===== config.mk =====
export PLATFORM = sky130hd
export DESIGN_NAME = websocket_frame_deframer_flat
export DESIGN_NICKNAME = d
export VERILOG_FILES = /design/src/hw/rtl/wsd_pkg.sv /design/src/hw/rtl/wsd_in_if.sv /design/src/hw/rtl/wsd_out_if.sv /design/src/hw/rtl/wsd_cfg_if.sv /design/src/hw/rtl/wsd_parser.sv /design/src/hw/rtl/wsd_emitter.sv /design/src/hw/rtl/websocket_frame_deframer.sv /design/src/flat_wrapper.sv
export SDC_FILE = /design/constraint.sdc
export NUM_CORES = 1
export LEC_CHECK = 0
export ABC_AREA = 0
export BUFFER_PORTS_ARGS = -buffer_cell sky130_fd_sc_hd__buf_2
export CAP_MARGIN = 10
export CORE_UTILIZATION = 30
export CTS_CLUSTER_SIZE = 10
export DETAILED_ROUTE_END_ITERATION = 8
export HOLD_SLACK_MARGIN = 0.03
export PLACE_DENSITY_LB_ADDON = 0.12
export SLEW_MARGIN = 20
export SYNTH_ARGS = -nofsm -noshare
export SYNTH_HDL_FRONTEND = slang
export SYNTH_HIERARCHICAL = 1
export SYNTH_SLANG_ARGS = --single-unit

===== constraint.sdc =====
create_clock -name i_clk -period 8.88 [get_ports i_clk]
set_input_delay 0.888 -clock i_clk [delete_from_list [all_inputs] [get_ports i_clk]]
set_output_delay 0.888 -clock i_clk [all_outputs]
set_load 0.01 [all_outputs]

===== src/hw/rtl/wsd_pkg.sv =====
// Shared types, codes and helper functions of the WebSocket frame deframer.
package wsd_pkg;

    typedef enum logic [2:0] {
        PH_IDLE,
        PH_HDR0,
        PH_HDR1,
        PH_MASK,
        PH_PAY
    } t_phase;

    // Frame opcodes (opcode zero marks a frame that is read but refused)
    localparam logic [3:0] OP_NONE   = 4'h0;
    localparam logic [3:0] OP_BINARY = 4'h2;
    localparam logic [3:0] OP_CLOSE  = 4'h8;
    localparam logic [3:0] OP_PING   = 4'h9;
    localparam logic [3:0] OP_PONG   = 4'hA;

    // Result channels
    localparam logic [1:0] CH_DELIVER = 2'd0;
    localparam logic [1:0] CH_TX      = 2'd1;
    localparam logic [1:0] CH_DROP    = 2'd2;

    // Drop reasons
    localparam logic [2:0] RSN_NONE     = 3'd0;
    localparam logic [2:0] RSN_HEADER   = 3'd1;
    localparam logic [2:0] RSN_EXT_LEN  = 3'd2;
    localparam logic [2:0] RSN_BIN_LEN  = 3'd3;
    localparam logic [2:0] RSN_CLOSE    = 3'd4;

    // Input commands
    localparam logic CMD_DATA  = 1'b0;
    localparam logic CMD_START = 1'b1;

    // Configuration register indexes
    localparam logic CFG_LEN_A = 1'b0;
    localparam logic CFG_LEN_B = 1'b1;

    // Header bytes of frames sent back to the peer (FIN set, no mask)
    localparam logic [7:0] HDR_PONG  = 8'h8A;
    localparam logic [7:0] HDR_CLOSE = 8'h88;

    localparam int unsigned MAX_RESULTS = 3;

    typedef struct packed {
        logic [1:0] out_channel;
        logic [7:0] out_byte;
        logic       out_last;
        logic [2:0] drop_reason;
    } t_result;

    typedef struct packed {
        logic [1:0]             count;
        t_result [MAX_RESULTS-1:0] res;
    } t_bundle;

    function automatic t_result mk_tx(input logic [7:0] tx_byte, input logic last);
        t_result r;
        r.out_channel = CH_TX;
        r.out_byte    = tx_byte;
        r.out_last    = last;
        r.drop_reason = RSN_NONE;
        return r;
    endfunction

    function automatic t_result mk_drop(input logic [2:0] reason);
        t_result r;
        r.out_channel = CH_DROP;
        r.out_byte    = 8'h00;
        r.out_last    = 1'b0;
        r.drop_reason = reason;
        return r;
    endfunction

endpackage


===== src/hw/rtl/wsd_in_if.sv =====
// Input channel: one received byte or a connection-start command per transfer.
interface wsd_in_if;
    logic       valid;
    logic       ready;
    logic       command;
    logic [7:0] rx_byte;

    modport source (output valid, output command, output rx_byte, input ready);
    modport sink   (input valid, input command, input rx_byte, output ready);
endinterface


===== src/hw/rtl/wsd_out_if.sv =====
// Result channel: delivered payload byte, byte to transmit, or connection drop.
interface wsd_out_if;
    logic       valid;
    logic       ready;
    logic [1:0] out_channel;
    logic [7:0] out_byte;
    logic       out_last;
    logic [2:0] drop_reason;

    modport source (output valid, output out_channel, output out_byte,
                    output out_last, output drop_reason, input ready);
    modport sink   (input valid, input out_channel, input out_byte,
                    input out_last, input drop_reason, output ready);
endinterface


===== src/hw/rtl/wsd_cfg_if.sv =====
// Configuration write channel: register index and write data.
interface wsd_cfg_if;
    logic       valid;
    logic       ready;
    logic       index;
    logic [6:0] data;

    modport source (output valid, output index, output data, input ready);
    modport sink   (input valid, input index, input data, output ready);
endinterface


===== src/hw/rtl/wsd_parser.sv =====
// Frame parser: header checks, mask capture, unmasking and reply generation.
module wsd_parser #(
    parameter int unsigned MAX_SHORT_PAYLOAD = 125
) (
    input  logic            i_clk,
    input  logic            i_rst_n,
    input  logic            i_accept,
    input  logic            i_command,
    input  logic [7:0]      i_rx_byte,
    input  logic            i_cfg_we,
    input  logic            i_cfg_index,
    input  logic [6:0]      i_cfg_data,
    output wsd_pkg::t_bundle o_bundle
);

    localparam logic [6:0] MaxLen = 7'(MAX_SHORT_PAYLOAD);

    wsd_pkg::t_phase r_phase, n_phase;
    logic [3:0]  r_opcode, n_opcode;
    logic [6:0]  r_plen, n_plen;
    logic [6:0]  r_cnt, n_cnt;
    logic [31:0] r_key, n_key;
    logic [6:0]  r_len_a, r_len_b;

    logic       w_hdr_ok;
    logic       w_ext_len;
    logic       w_mask_done;
    logic       w_pay_last;
    logic       w_fin_drop;
    logic [7:0] w_plain;

    assign w_hdr_ok = i_rx_byte[7] &&
                      (r_opcode == wsd_pkg::OP_BINARY || r_opcode == wsd_pkg::OP_CLOSE ||
                       r_opcode == wsd_pkg::OP_PING   || r_opcode == wsd_pkg::OP_PONG);
    assign w_ext_len   = i_rx_byte[6:0] > MaxLen;
    assign w_mask_done = (r_cnt[1:0] == 2'd3);
    assign w_pay_last  = ({1'b0, r_cnt} + 8'd1) >= {1'b0, r_plen};
    // Frame end leads to a drop for refused binary frames and for close
    assign w_fin_drop  = (r_opcode == wsd_pkg::OP_NONE) || (r_opcode == wsd_pkg::OP_CLOSE);
    assign w_plain     = i_rx_byte ^ r_key[{r_cnt[1:0], 3'b000} +: 8];

    // Next phase
    always_comb begin
        n_phase = r_phase;
        if (i_accept) begin
            if (i_command == wsd_pkg::CMD_START) begin
                n_phase = wsd_pkg::PH_HDR0;
            end else begin
                unique case (r_phase)
                    wsd_pkg::PH_IDLE: n_phase = wsd_pkg::PH_IDLE;
                    wsd_pkg::PH_HDR0: n_phase = wsd_pkg::PH_HDR1;
                    wsd_pkg::PH_HDR1: begin
                        n_phase = (!w_hdr_ok || w_ext_len) ? wsd_pkg::PH_IDLE
                                                           : wsd_pkg::PH_MASK;
                    end
                    wsd_pkg::PH_MASK: begin
                        if (w_mask_done) begin
                            if (r_plen == 7'd0) begin
                                n_phase = w_fin_drop ? wsd_pkg::PH_IDLE : wsd_pkg::PH_HDR0;
                            end else begin
                                n_phase = wsd_pkg::PH_PAY;
                            end
                        end
                    end
                    wsd_pkg::PH_PAY: begin
                        if (w_pay_last) begin
                            n_phase = w_fin_drop ? wsd_pkg::PH_IDLE : wsd_pkg::PH_HDR0;
                        end
                    end
                    default: n_phase = wsd_pkg::PH_IDLE;
                endcase
            end
        end
    end

    // Frame fields and results
    always_comb begin
        logic do_finish;
        logic do_clear;
        do_finish = 1'b0;
        do_clear  = 1'b0;
        n_opcode  = r_opcode;
        n_plen    = r_plen;
        n_cnt     = r_cnt;
        n_key     = r_key;
        o_bundle  = '0;
        if (i_accept) begin
            if (i_command == wsd_pkg::CMD_START) begin
                do_clear = 1'b1;
            end else begin
                unique case (r_phase)
                    wsd_pkg::PH_IDLE: ;
                    wsd_pkg::PH_HDR0: begin
                        n_opcode = i_rx_byte[7] ? i_rx_byte[3:0] : wsd_pkg::OP_NONE;
                    end
                    wsd_pkg::PH_HDR1: begin
                        if (!w_hdr_ok) begin
                            o_bundle.res[0] = wsd_pkg::mk_drop(wsd_pkg::RSN_HEADER);
                            o_bundle.count  = 2'd1;
                            do_clear        = 1'b1;
                        end else if (w_ext_len) begin
                            o_bundle.res[0] = wsd_pkg::mk_drop(wsd_pkg::RSN_EXT_LEN);
                            o_bundle.count  = 2'd1;
                            do_clear        = 1'b1;
                        end else begin
                            n_plen = i_rx_byte[6:0];
                            n_cnt  = 7'd0;
                            n_key  = 32'd0;
                            if (r_opcode == wsd_pkg::OP_BINARY &&
                                i_rx_byte[6:0] != r_len_a && i_rx_byte[6:0] != r_len_b) begin
                                n_opcode = wsd_pkg::OP_NONE;
                            end
                        end
                    end
                    wsd_pkg::PH_MASK: begin
                        n_key = r_key | ({24'd0, i_rx_byte} << {r_cnt[1:0], 3'b000});
                        n_cnt = r_cnt + 7'd1;
                        if (w_mask_done) begin
                            n_cnt = 7'd0;
                            if (r_opcode == wsd_pkg::OP_PING) begin
                                o_bundle.res[0] = wsd_pkg::mk_tx(wsd_pkg::HDR_PONG, 1'b0);
                                o_bundle.res[1] = wsd_pkg::mk_tx({1'b0, r_plen},
                                                                 r_plen == 7'd0);
                                o_bundle.count  = 2'd2;
                            end
                            do_finish = (r_plen == 7'd0);
                        end
                    end
                    wsd_pkg::PH_PAY: begin
                        if (r_opcode == wsd_pkg::OP_BINARY) begin
                            o_bundle.res[0].out_channel = wsd_pkg::CH_DELIVER;
                            o_bundle.res[0].out_byte    = w_plain;
                            o_bundle.res[0].out_last    = w_pay_last;
                            o_bundle.res[0].drop_reason = wsd_pkg::RSN_NONE;
                            o_bundle.count              = 2'd1;
                        end else if (r_opcode == wsd_pkg::OP_PING) begin
                            o_bundle.res[0] = wsd_pkg::mk_tx(w_plain, w_pay_last);
                            o_bundle.count  = 2'd1;
                        end
                        n_cnt     = r_cnt + 7'd1;
                        do_finish = w_pay_last;
                    end
                    default: ;
                endcase
            end
        end
        // Frame end: refused and close frames only reach here with no result pending
        if (do_finish) begin
            do_clear = 1'b1;
            if (r_opcode == wsd_pkg::OP_NONE) begin
                o_bundle.res[0] = wsd_pkg::mk_drop(wsd_pkg::RSN_BIN_LEN);
                o_bundle.count  = 2'd1;
            end else if (r_opcode == wsd_pkg::OP_CLOSE) begin
                o_bundle.res[0] = wsd_pkg::mk_tx(wsd_pkg::HDR_CLOSE, 1'b0);
                o_bundle.res[1] = wsd_pkg::mk_tx(8'h00, 1'b1);
                o_bundle.res[2] = wsd_pkg::mk_drop(wsd_pkg::RSN_CLOSE);
                o_bundle.count  = 2'd3;
            end
        end
        if (do_clear) begin
            n_opcode = wsd_pkg::OP_NONE;
            n_plen   = 7'd0;
            n_cnt    = 7'd0;
            n_key    = 32'd0;
        end
    end

    always_ff @(posedge i_clk) begin
        if (!i_rst_n) begin
            r_phase  <= wsd_pkg::PH_IDLE;
            r_opcode <= wsd_pkg::OP_NONE;
            r_plen   <= 7'd0;
            r_cnt    <= 7'd0;
            r_key    <= 32'd0;
            r_len_a  <= 7'd6;
            r_len_b  <= 7'd18;
        end else begin
            r_phase  <= n_phase;
            r_opcode <= n_opcode;
            r_plen   <= n_plen;
            r_cnt    <= n_cnt;
            r_key    <= n_key;
            if (i_cfg_we && i_cfg_index == wsd_pkg::CFG_LEN_A) begin
                r_len_a <= i_cfg_data;
            end
            if (i_cfg_we && i_cfg_index == wsd_pkg::CFG_LEN_B) begin
                r_len_b <= i_cfg_data;
            end
        end
    end

    // A data byte while idle produces nothing and leaves the parser idle
    a_idle_silent: assert property (@(posedge i_clk) disable iff (!i_rst_n)
        (i_accept && i_command == wsd_pkg::CMD_DATA && r_phase == wsd_pkg::PH_IDLE)
        |-> (o_bundle.count == 2'd0 && n_phase == wsd_pkg::PH_IDLE))
        else $error("wsd_parser: idle data byte produced a result");

    // Every drop result sends the parser idle
    a_drop_idle: assert property (@(posedge i_clk) disable iff (!i_rst_n)
        (i_accept && o_bundle.count != 2'd0 &&
         o_bundle.res[0].out_channel == wsd_pkg::CH_DROP)
        |=> (r_phase == wsd_pkg::PH_IDLE))
        else $error("wsd_parser: drop without return to idle");

endmodule


===== src/hw/rtl/wsd_emitter.sv =====
// Result buffer: holds the results of one item and hands them out one per transfer.
module wsd_emitter (
    input  logic              i_clk,
    input  logic              i_rst_n,
    input  logic              i_load,
    input  wsd_pkg::t_bundle  i_bundle,
    output logic              o_can_load,
    output logic              o_valid,
    input  logic              i_ready,
    output wsd_pkg::t_result  o_head
);

    logic [1:0] r_count, n_count;
    wsd_pkg::t_result [wsd_pkg::MAX_RESULTS-1:0] r_res, n_res;
    logic w_xfer;

    assign o_valid    = (r_count != 2'd0);
    assign w_xfer     = o_valid && i_ready;
    assign o_head     = r_res[0];
    // Take a new bundle once at most the head remains and it leaves now
    assign o_can_load = (r_count == 2'd0) || (r_count == 2'd1 && i_ready);

    always_comb begin
        n_count = r_count;
        n_res   = r_res;
        if (i_load) begin
            n_count = i_bundle.count;
            n_res   = i_bundle.res;
        end else if (w_xfer) begin
            n_count  = r_count - 2'd1;
            n_res[0] = r_res[1];
            n_res[1] = r_res[2];
        end
    end

    always_ff @(posedge i_clk) begin
        if (!i_rst_n) begin
            r_count <= 2'd0;
        end else begin
            r_count <= n_count;
        end
    end

    always_ff @(posedge i_clk) begin
        r_res <= n_res;
    end

    // Never load over results still waiting behind the head
    a_no_overwrite: assert property (@(posedge i_clk) disable iff (!i_rst_n)
        i_load |-> (r_count == 2'd0 || (r_count == 2'd1 && i_ready)))
        else $error("wsd_emitter: bundle loaded over pending results");

    // Drop results carry a reason and nothing else; other results carry no reason
    a_drop_form: assert property (@(posedge i_clk) disable iff (!i_rst_n)
        o_valid |-> ((o_head.out_channel == wsd_pkg::CH_DROP) ==
                     (o_head.drop_reason != wsd_pkg::RSN_NONE)) &&
                    (o_head.out_channel != wsd_pkg::CH_DROP ||
                     (o_head.out_byte == 8'h00 && !o_head.out_last)))
        else $error("wsd_emitter: malformed result");

    // A loaded nonempty bundle is offered on the next cycle
    a_load_shows: assert property (@(posedge i_clk) disable iff (!i_rst_n)
        (i_load && i_bundle.count != 2'd0) |=> o_valid)
        else $error("wsd_emitter: loaded results not offered");

endmodule


===== src/hw/rtl/websocket_frame_deframer.sv =====
// Server-side WebSocket deframer top level: frame parser feeding a result buffer.
//
// Takes one received byte (or a connection-start command) per transfer on i_rx and
// produces delivered payload bytes, bytes to send back to the peer, and connection
// drops on o_res. A frame must carry FIN and MASK, opcode binary, close, ping or
// pong, and a 7-bit length up to MAX_SHORT_PAYLOAD; the 4-byte key follows and the
// payload is unmasked on the fly. Binary messages whose length matches one of the
// two configured lengths are delivered with out_last on the final byte; pings are
// echoed as pongs, a close is answered with an empty close and then a drop. After
// any drop, data bytes are ignored until the next connection-start command.
// Throughput is one item per clock while the result buffer can take its results: the
// parser state is registered on each accepted item and the results of an item land
// in a three-entry result buffer. An item that yields two or three results (pong
// header, close reply) holds the input while the buffer drains, one result per
// o_res transfer. Apart from those stalls, input ready stays high while the sink
// keeps taking results. Configuration writes are taken
// in any cycle (index 0: first binary length, index 1: second) and must only be
// issued while no item is in flight.
module websocket_frame_deframer #(
    parameter int unsigned MAX_SHORT_PAYLOAD = 125
) (
    input  logic      i_clk,
    input  logic      i_rst_n,
    wsd_in_if.sink    i_rx,
    wsd_out_if.source o_res,
    wsd_cfg_if.sink   i_cfg
);

    wsd_pkg::t_bundle w_bundle;
    wsd_pkg::t_result w_head;
    logic             w_can_load;
    logic             w_accept;

    // Accept a byte whenever the result buffer can take its results
    assign i_rx.ready = w_can_load;
    assign w_accept   = i_rx.valid && w_can_load;

    // Registers are always writable
    assign i_cfg.ready = 1'b1;

    wsd_parser #(
        .MAX_SHORT_PAYLOAD (MAX_SHORT_PAYLOAD)
    ) u_parser (
        .i_clk       (i_clk),
        .i_rst_n     (i_rst_n),
        .i_accept    (w_accept),
        .i_command   (i_rx.command),
        .i_rx_byte   (i_rx.rx_byte),
        .i_cfg_we    (i_cfg.valid),
        .i_cfg_index (i_cfg.index),
        .i_cfg_data  (i_cfg.data),
        .o_bundle    (w_bundle)
    );

    wsd_emitter u_emitter (
        .i_clk      (i_clk),
        .i_rst_n    (i_rst_n),
        .i_load     (w_accept),
        .i_bundle   (w_bundle),
        .o_can_load (w_can_load),
        .o_valid    (o_res.valid),
        .i_ready    (o_res.ready),
        .o_head     (w_head)
    );

    // Drive the result payload from the buffer head
    assign o_res.out_channel = w_head.out_channel;
    assign o_res.out_byte    = w_head.out_byte;
    assign o_res.out_last    = w_head.out_last;
    assign o_res.drop_reason = w_head.drop_reason;

endmodule


===== src/flat_wrapper.sv =====
// flat-port wrapper written by rule: the top's interface ports become plain ports
module websocket_frame_deframer_flat 
#(
    parameter int unsigned MAX_SHORT_PAYLOAD = 125
)
  (i_clk, i_rst_n, i_rx_valid, i_rx_command, i_rx_rx_byte, i_rx_ready, o_res_valid, o_res_out_channel, o_res_out_byte, o_res_out_last, o_res_drop_reason, o_res_ready, i_cfg_valid, i_cfg_index, i_cfg_data, i_cfg_ready);
  wsd_in_if i_rx_i ();
  wsd_out_if o_res_i ();
  wsd_cfg_if i_cfg_i ();
  input  logic i_clk;
  input  logic i_rst_n;
  input wire logic [$bits(i_rx_i.valid)-1:0] i_rx_valid;
  input wire logic [$bits(i_rx_i.command)-1:0] i_rx_command;
  input wire logic [$bits(i_rx_i.rx_byte)-1:0] i_rx_rx_byte;
  output wire logic [$bits(i_rx_i.ready)-1:0] i_rx_ready;
  output wire logic [$bits(o_res_i.valid)-1:0] o_res_valid;
  output wire logic [$bits(o_res_i.out_channel)-1:0] o_res_out_channel;
  output wire logic [$bits(o_res_i.out_byte)-1:0] o_res_out_byte;
  output wire logic [$bits(o_res_i.out_last)-1:0] o_res_out_last;
  output wire logic [$bits(o_res_i.drop_reason)-1:0] o_res_drop_reason;
  input wire logic [$bits(o_res_i.ready)-1:0] o_res_ready;
  input wire logic [$bits(i_cfg_i.valid)-1:0] i_cfg_valid;
  input wire logic [$bits(i_cfg_i.index)-1:0] i_cfg_index;
  input wire logic [$bits(i_cfg_i.data)-1:0] i_cfg_data;
  output wire logic [$bits(i_cfg_i.ready)-1:0] i_cfg_ready;
  assign i_rx_i.valid = i_rx_valid;
  assign i_rx_i.command = i_rx_command;
  assign i_rx_i.rx_byte = i_rx_rx_byte;
  assign i_rx_ready = i_rx_i.ready;
  assign o_res_valid = o_res_i.valid;
  assign o_res_out_channel = o_res_i.out_channel;
  assign o_res_out_byte = o_res_i.out_byte;
  assign o_res_out_last = o_res_i.out_last;
  assign o_res_drop_reason = o_res_i.drop_reason;
  assign o_res_i.ready = o_res_ready;
  assign i_cfg_i.valid = i_cfg_valid;
  assign i_cfg_i.index = i_cfg_index;
  assign i_cfg_i.data = i_cfg_data;
  assign i_cfg_ready = i_cfg_i.ready;
  websocket_frame_deframer #(.MAX_SHORT_PAYLOAD(MAX_SHORT_PAYLOAD)) u_core (.i_clk(i_clk), .i_rst_n(i_rst_n), .i_rx(i_rx_i), .o_res(o_res_i), .i_cfg(i_cfg_i));
endmodule

==> reports/results.ini <==
[status]
status=finished, final reports clean

[yosys]
netlist_instances=568
synth_area_um2=5730
synth_cell_types=64
avgSynthCellArea_um2=10.1
ys_seq_area_share_pct=46.1
ys_warn_count=6
synth_ff_type=dfxtp_1
synth_edf_count=42
ys_ff_latch=111
synthArstFlopShare_pct=0

[power_and_ir_drop]
p_int_w=0.000859
combPwrFrac_pct=9.8
p_sw_share_pct=23.9
max-vdd-ir-drop_mv=0.0854
p_clk_share_pct=39.2
power_switching_w=0.000270
power.density_nw_per_um2=182
p_seq_share_pct=51.0
p_leak_nw=2.24

[floorplan]
die-height_um=140
die_area_um2=19700
placementRows=50
ioPinCount=39
core-area_um2=18700
initial_core_util_pct=30.6
die_x_um=140

[worst_setup_path]
worst-r2r-cell-count=10
path_cells=ha_1 > nand3_1 > nor2_1 > xor2_1 > ha_1 > a221o_1 > a22oi_2 > and2_1 > nand3b_2 > nor2_1
cp_max_fo=32
required_ns=9.16
critPathCaptureType=flip-flop
crit_family=simple AND/OR/NAND/NOR gates
critPathBufInv=0
critical_path.max_stage_delay_ns=0.87
worst_setup_path_start_kind=flip-flop
crit_cells=10
path_class=flip-flop to flip-flop
crit_arrival_ns=4.17
worst_path_max_delay_cell=dfxtp_1

[timing]
fin_crit_sh_pct=43.8
fin_ws_ns=4.99
finalMaxSlewViolations=0
worst_pin_slew_ns=0.895
tns_ns=0
slew_headroom_pct=40.0
rsz0062_at_grt=no
skew_ns=0.00696
fmax_mhz=257
finalSetupViolCount=0
min_period_ns=3.89
hold_violations=0

[clocking]
hold_buffers=0
worstSkewPairLatency_ns=0.35
cts_made_buffers=9
cts_tree=yes
cts_resized=0
clock_sinks=111
cts_setup_buffers=0
cts_buffer_depth=2
htreeDepth=3
ctsRootBufferMaster=clkbuf_16
path_clk_slew_ns=0.08

[detailed_routing]
wl_mm=13.3
drtIter0Drc=210
drt_pass1_iterations=4
viasPerCell=4.88
postRouteAntennaNets=0
num_vias=3954
wire_per_inst_um=16.4
drc_errors=0

[hold_path]
holdPathStages=2
hp-class=flip-flop to flip-flop

[placed_design]
hpwl_mm=9.17
gp_congestion=0.798
dp_slack_ns=4.67
io_buffers=37

[grt]
grt_pass1_vias=3885
grt_use_total_pct=14.3
overflow=0
grt_max_degree=54
antenna_found_initial=0
grt_pass1_wl_mm=21.2

[layout]
areaGrowthSynthToFinish_pct=8.10
antennaDiodeCount=0
layout_commonest_cell=dfxtp_1
layout-drive-gt1-share_pct=19.3
layout_common_cells=dfxtp_1 (69), nor2_1 (67), nand2_1 (43), a21oi_1 (42), edfxtp_1 (42)
final_nets=604

[job]
maxCapViolCount=0

[flip-flops by register name, summed over array words and instances, names as in the netlist]
register / flops
u_core/u_emitter/o_head: 14
u_core/u_parser/r_cnt: 7
u_core/u_parser/r_len_a: 7
u_core/u_emitter/r_res: 28
u_core/u_parser/r_len_b: 7
u_core/u_parser/r_key: 32
u_core/u_emitter/r_count: 2
u_core/u_parser/r_opcode: 4
u_core/u_parser/r_plen: 7
u_core/u_parser/r_phase: 3
[metal layers]
metal / part of all wire, % / track usage, % / wire [µm] / vias up
met2: 47 / 23.3 / 6290 / 63
met3: 2.6 / 1.98 / 351 / 15
met5: 0 / 0 / 0 / -
met1: 48 / 18.5 / 6300 / 1921
met4: 2.4 / 7.00 / 317 / 0
li1: - / - / - / 1955
[cell type report]
class | count | area, µm²
Clock inverter | 5 | 70.1
Inverter | 15 | 56.3
Timing Repair Buffer | 41 | 215
Sequential cell | 111 | 2640
Tap cell | 234 | 293
Multi-Input combinational cell | 393 | 2660
Clock buffer | 11 | 254
Fill cell | 1926 | 12500
[power by group through the flow]
stage	clock [W]	combinational [W]	sequential, W
floorplan	0	0.000103	0.000584
global placement	0	0.000112	0.000587
detailed placement	0	0.000113	0.000588
CTS	0.000457	0.000113	0.000576
global route	0.000475	0.000123	0.000579
finish	0.000442	0.000111	0.000575
[cells in the mapped netlist, types with 3 or more instances]
cell / instances / area share, %
a21oi_1: 42 / 3.7
xor2_1: 9 / 1.4
xnor2_1: 18 / 2.8
nand3_1: 22 / 1.9
o21a_1: 5 / 0.66
a31oi_1: 4 / 0.44
nor3_1: 13 / 1.1
mux2_2: 28 / 5.5
o31a_1: 3 / 0.46
and3_1: 4 / 0.44
nand2_1: 43 / 2.8
buf_2: 13 / 1.1
dfxtp_1: 69 / 24
a21boi_0: 11 / 1.4
mux4_2: 8 / 3.1
edfxtp_1: 42 / 22
nand4_1: 4 / 0.44
buf_6: 5 / 0.98
nor2_1: 67 / 4.4
o21ai_0: 7 / 0.61
nor3b_1: 5 / 0.66
o2111ai_1: 5 / 0.76
o22ai_1: 3 / 0.33
buf_4: 39 / 5.1
clkbuf_1: 9 / 0.59
mux2i_1: 11 / 1.9
ha_1: 11 / 2.4
and2_1: 6 / 0.66
inv_1: 15 / 0.98
nand2b_1: 5 / 0.55
[kinds of logic (layout without fill, tap and decap cells)]
family          after synthesis  count (layout)  share of synthesized area [%]
compound gates               97              97                           11.5
other cells                   2              19                          0.131
simple gates                192             192                           16.3
flops                       111             111                           46.1
buf+inv                      81              72                           8.80
fa+ha+maj                    11              11                           2.40
xor+xnor                     27              27                           4.13
mux                          47              47                           10.6
[per-stage QoR]
| step | hold WS [ns] | cell area [µm²] | total power, W | util, % | instances |
|---|---|---|---|---|---|
| after global placement | 0.441 | 5850 | 0.000699 | 31.3 | 794 |
| final | 0.474 | 6190 | 0.00113 | 33.1 | 810 |
| after detailed placement | 0.454 | 5860 | 0.000700 | 31.3 | 794 |
| after floorplan | 0.431 | 5790 | 0.000687 | - | 585 |
| after global routing | 0.496 | 6190 | 0.00118 | 33.1 | 810 |
| after CTS | 0.473 | 6180 | 0.00115 | 33.1 | 810 |
[worst register-to-register path: cells and delay by family, from the launching register on]
kind | cells | cell delay [ns]
AOI/OAI and AO/OA | 2 | 0.62
DFF | 1 | 0.87
xor gates and xnor gates | 1 | 0.23
and+or+nand+nor | 5 | 1.41
adders and majority gates | 2 | 0.67
[path summary, 6_finish.rpt]
kind / from / end / slack, ns
worst max-delay path: u_core/u_parser/r_cnt[1]$_SDFFE_PP0P_ / u_core/u_parser/r_key[20]$_SDFFE_PP0P_ / 4.99
worst min-delay path: u_core/u_parser/r_key[18]$_SDFFE_PP0P_ / u_core/u_parser/r_key[18]$_SDFFE_PP0P_ / 0.47
worst max register to register: u_core/u_parser/r_cnt[1]$_SDFFE_PP0P_ / u_core/u_parser/r_key[20]$_SDFFE_PP0P_ / 4.99
worst min register to register: u_core/u_parser/r_key[18]$_SDFFE_PP0P_ / u_core/u_parser/r_key[18]$_SDFFE_PP0P_ / 0.47
Note: power is estimated with default switching activity, not from simulation.
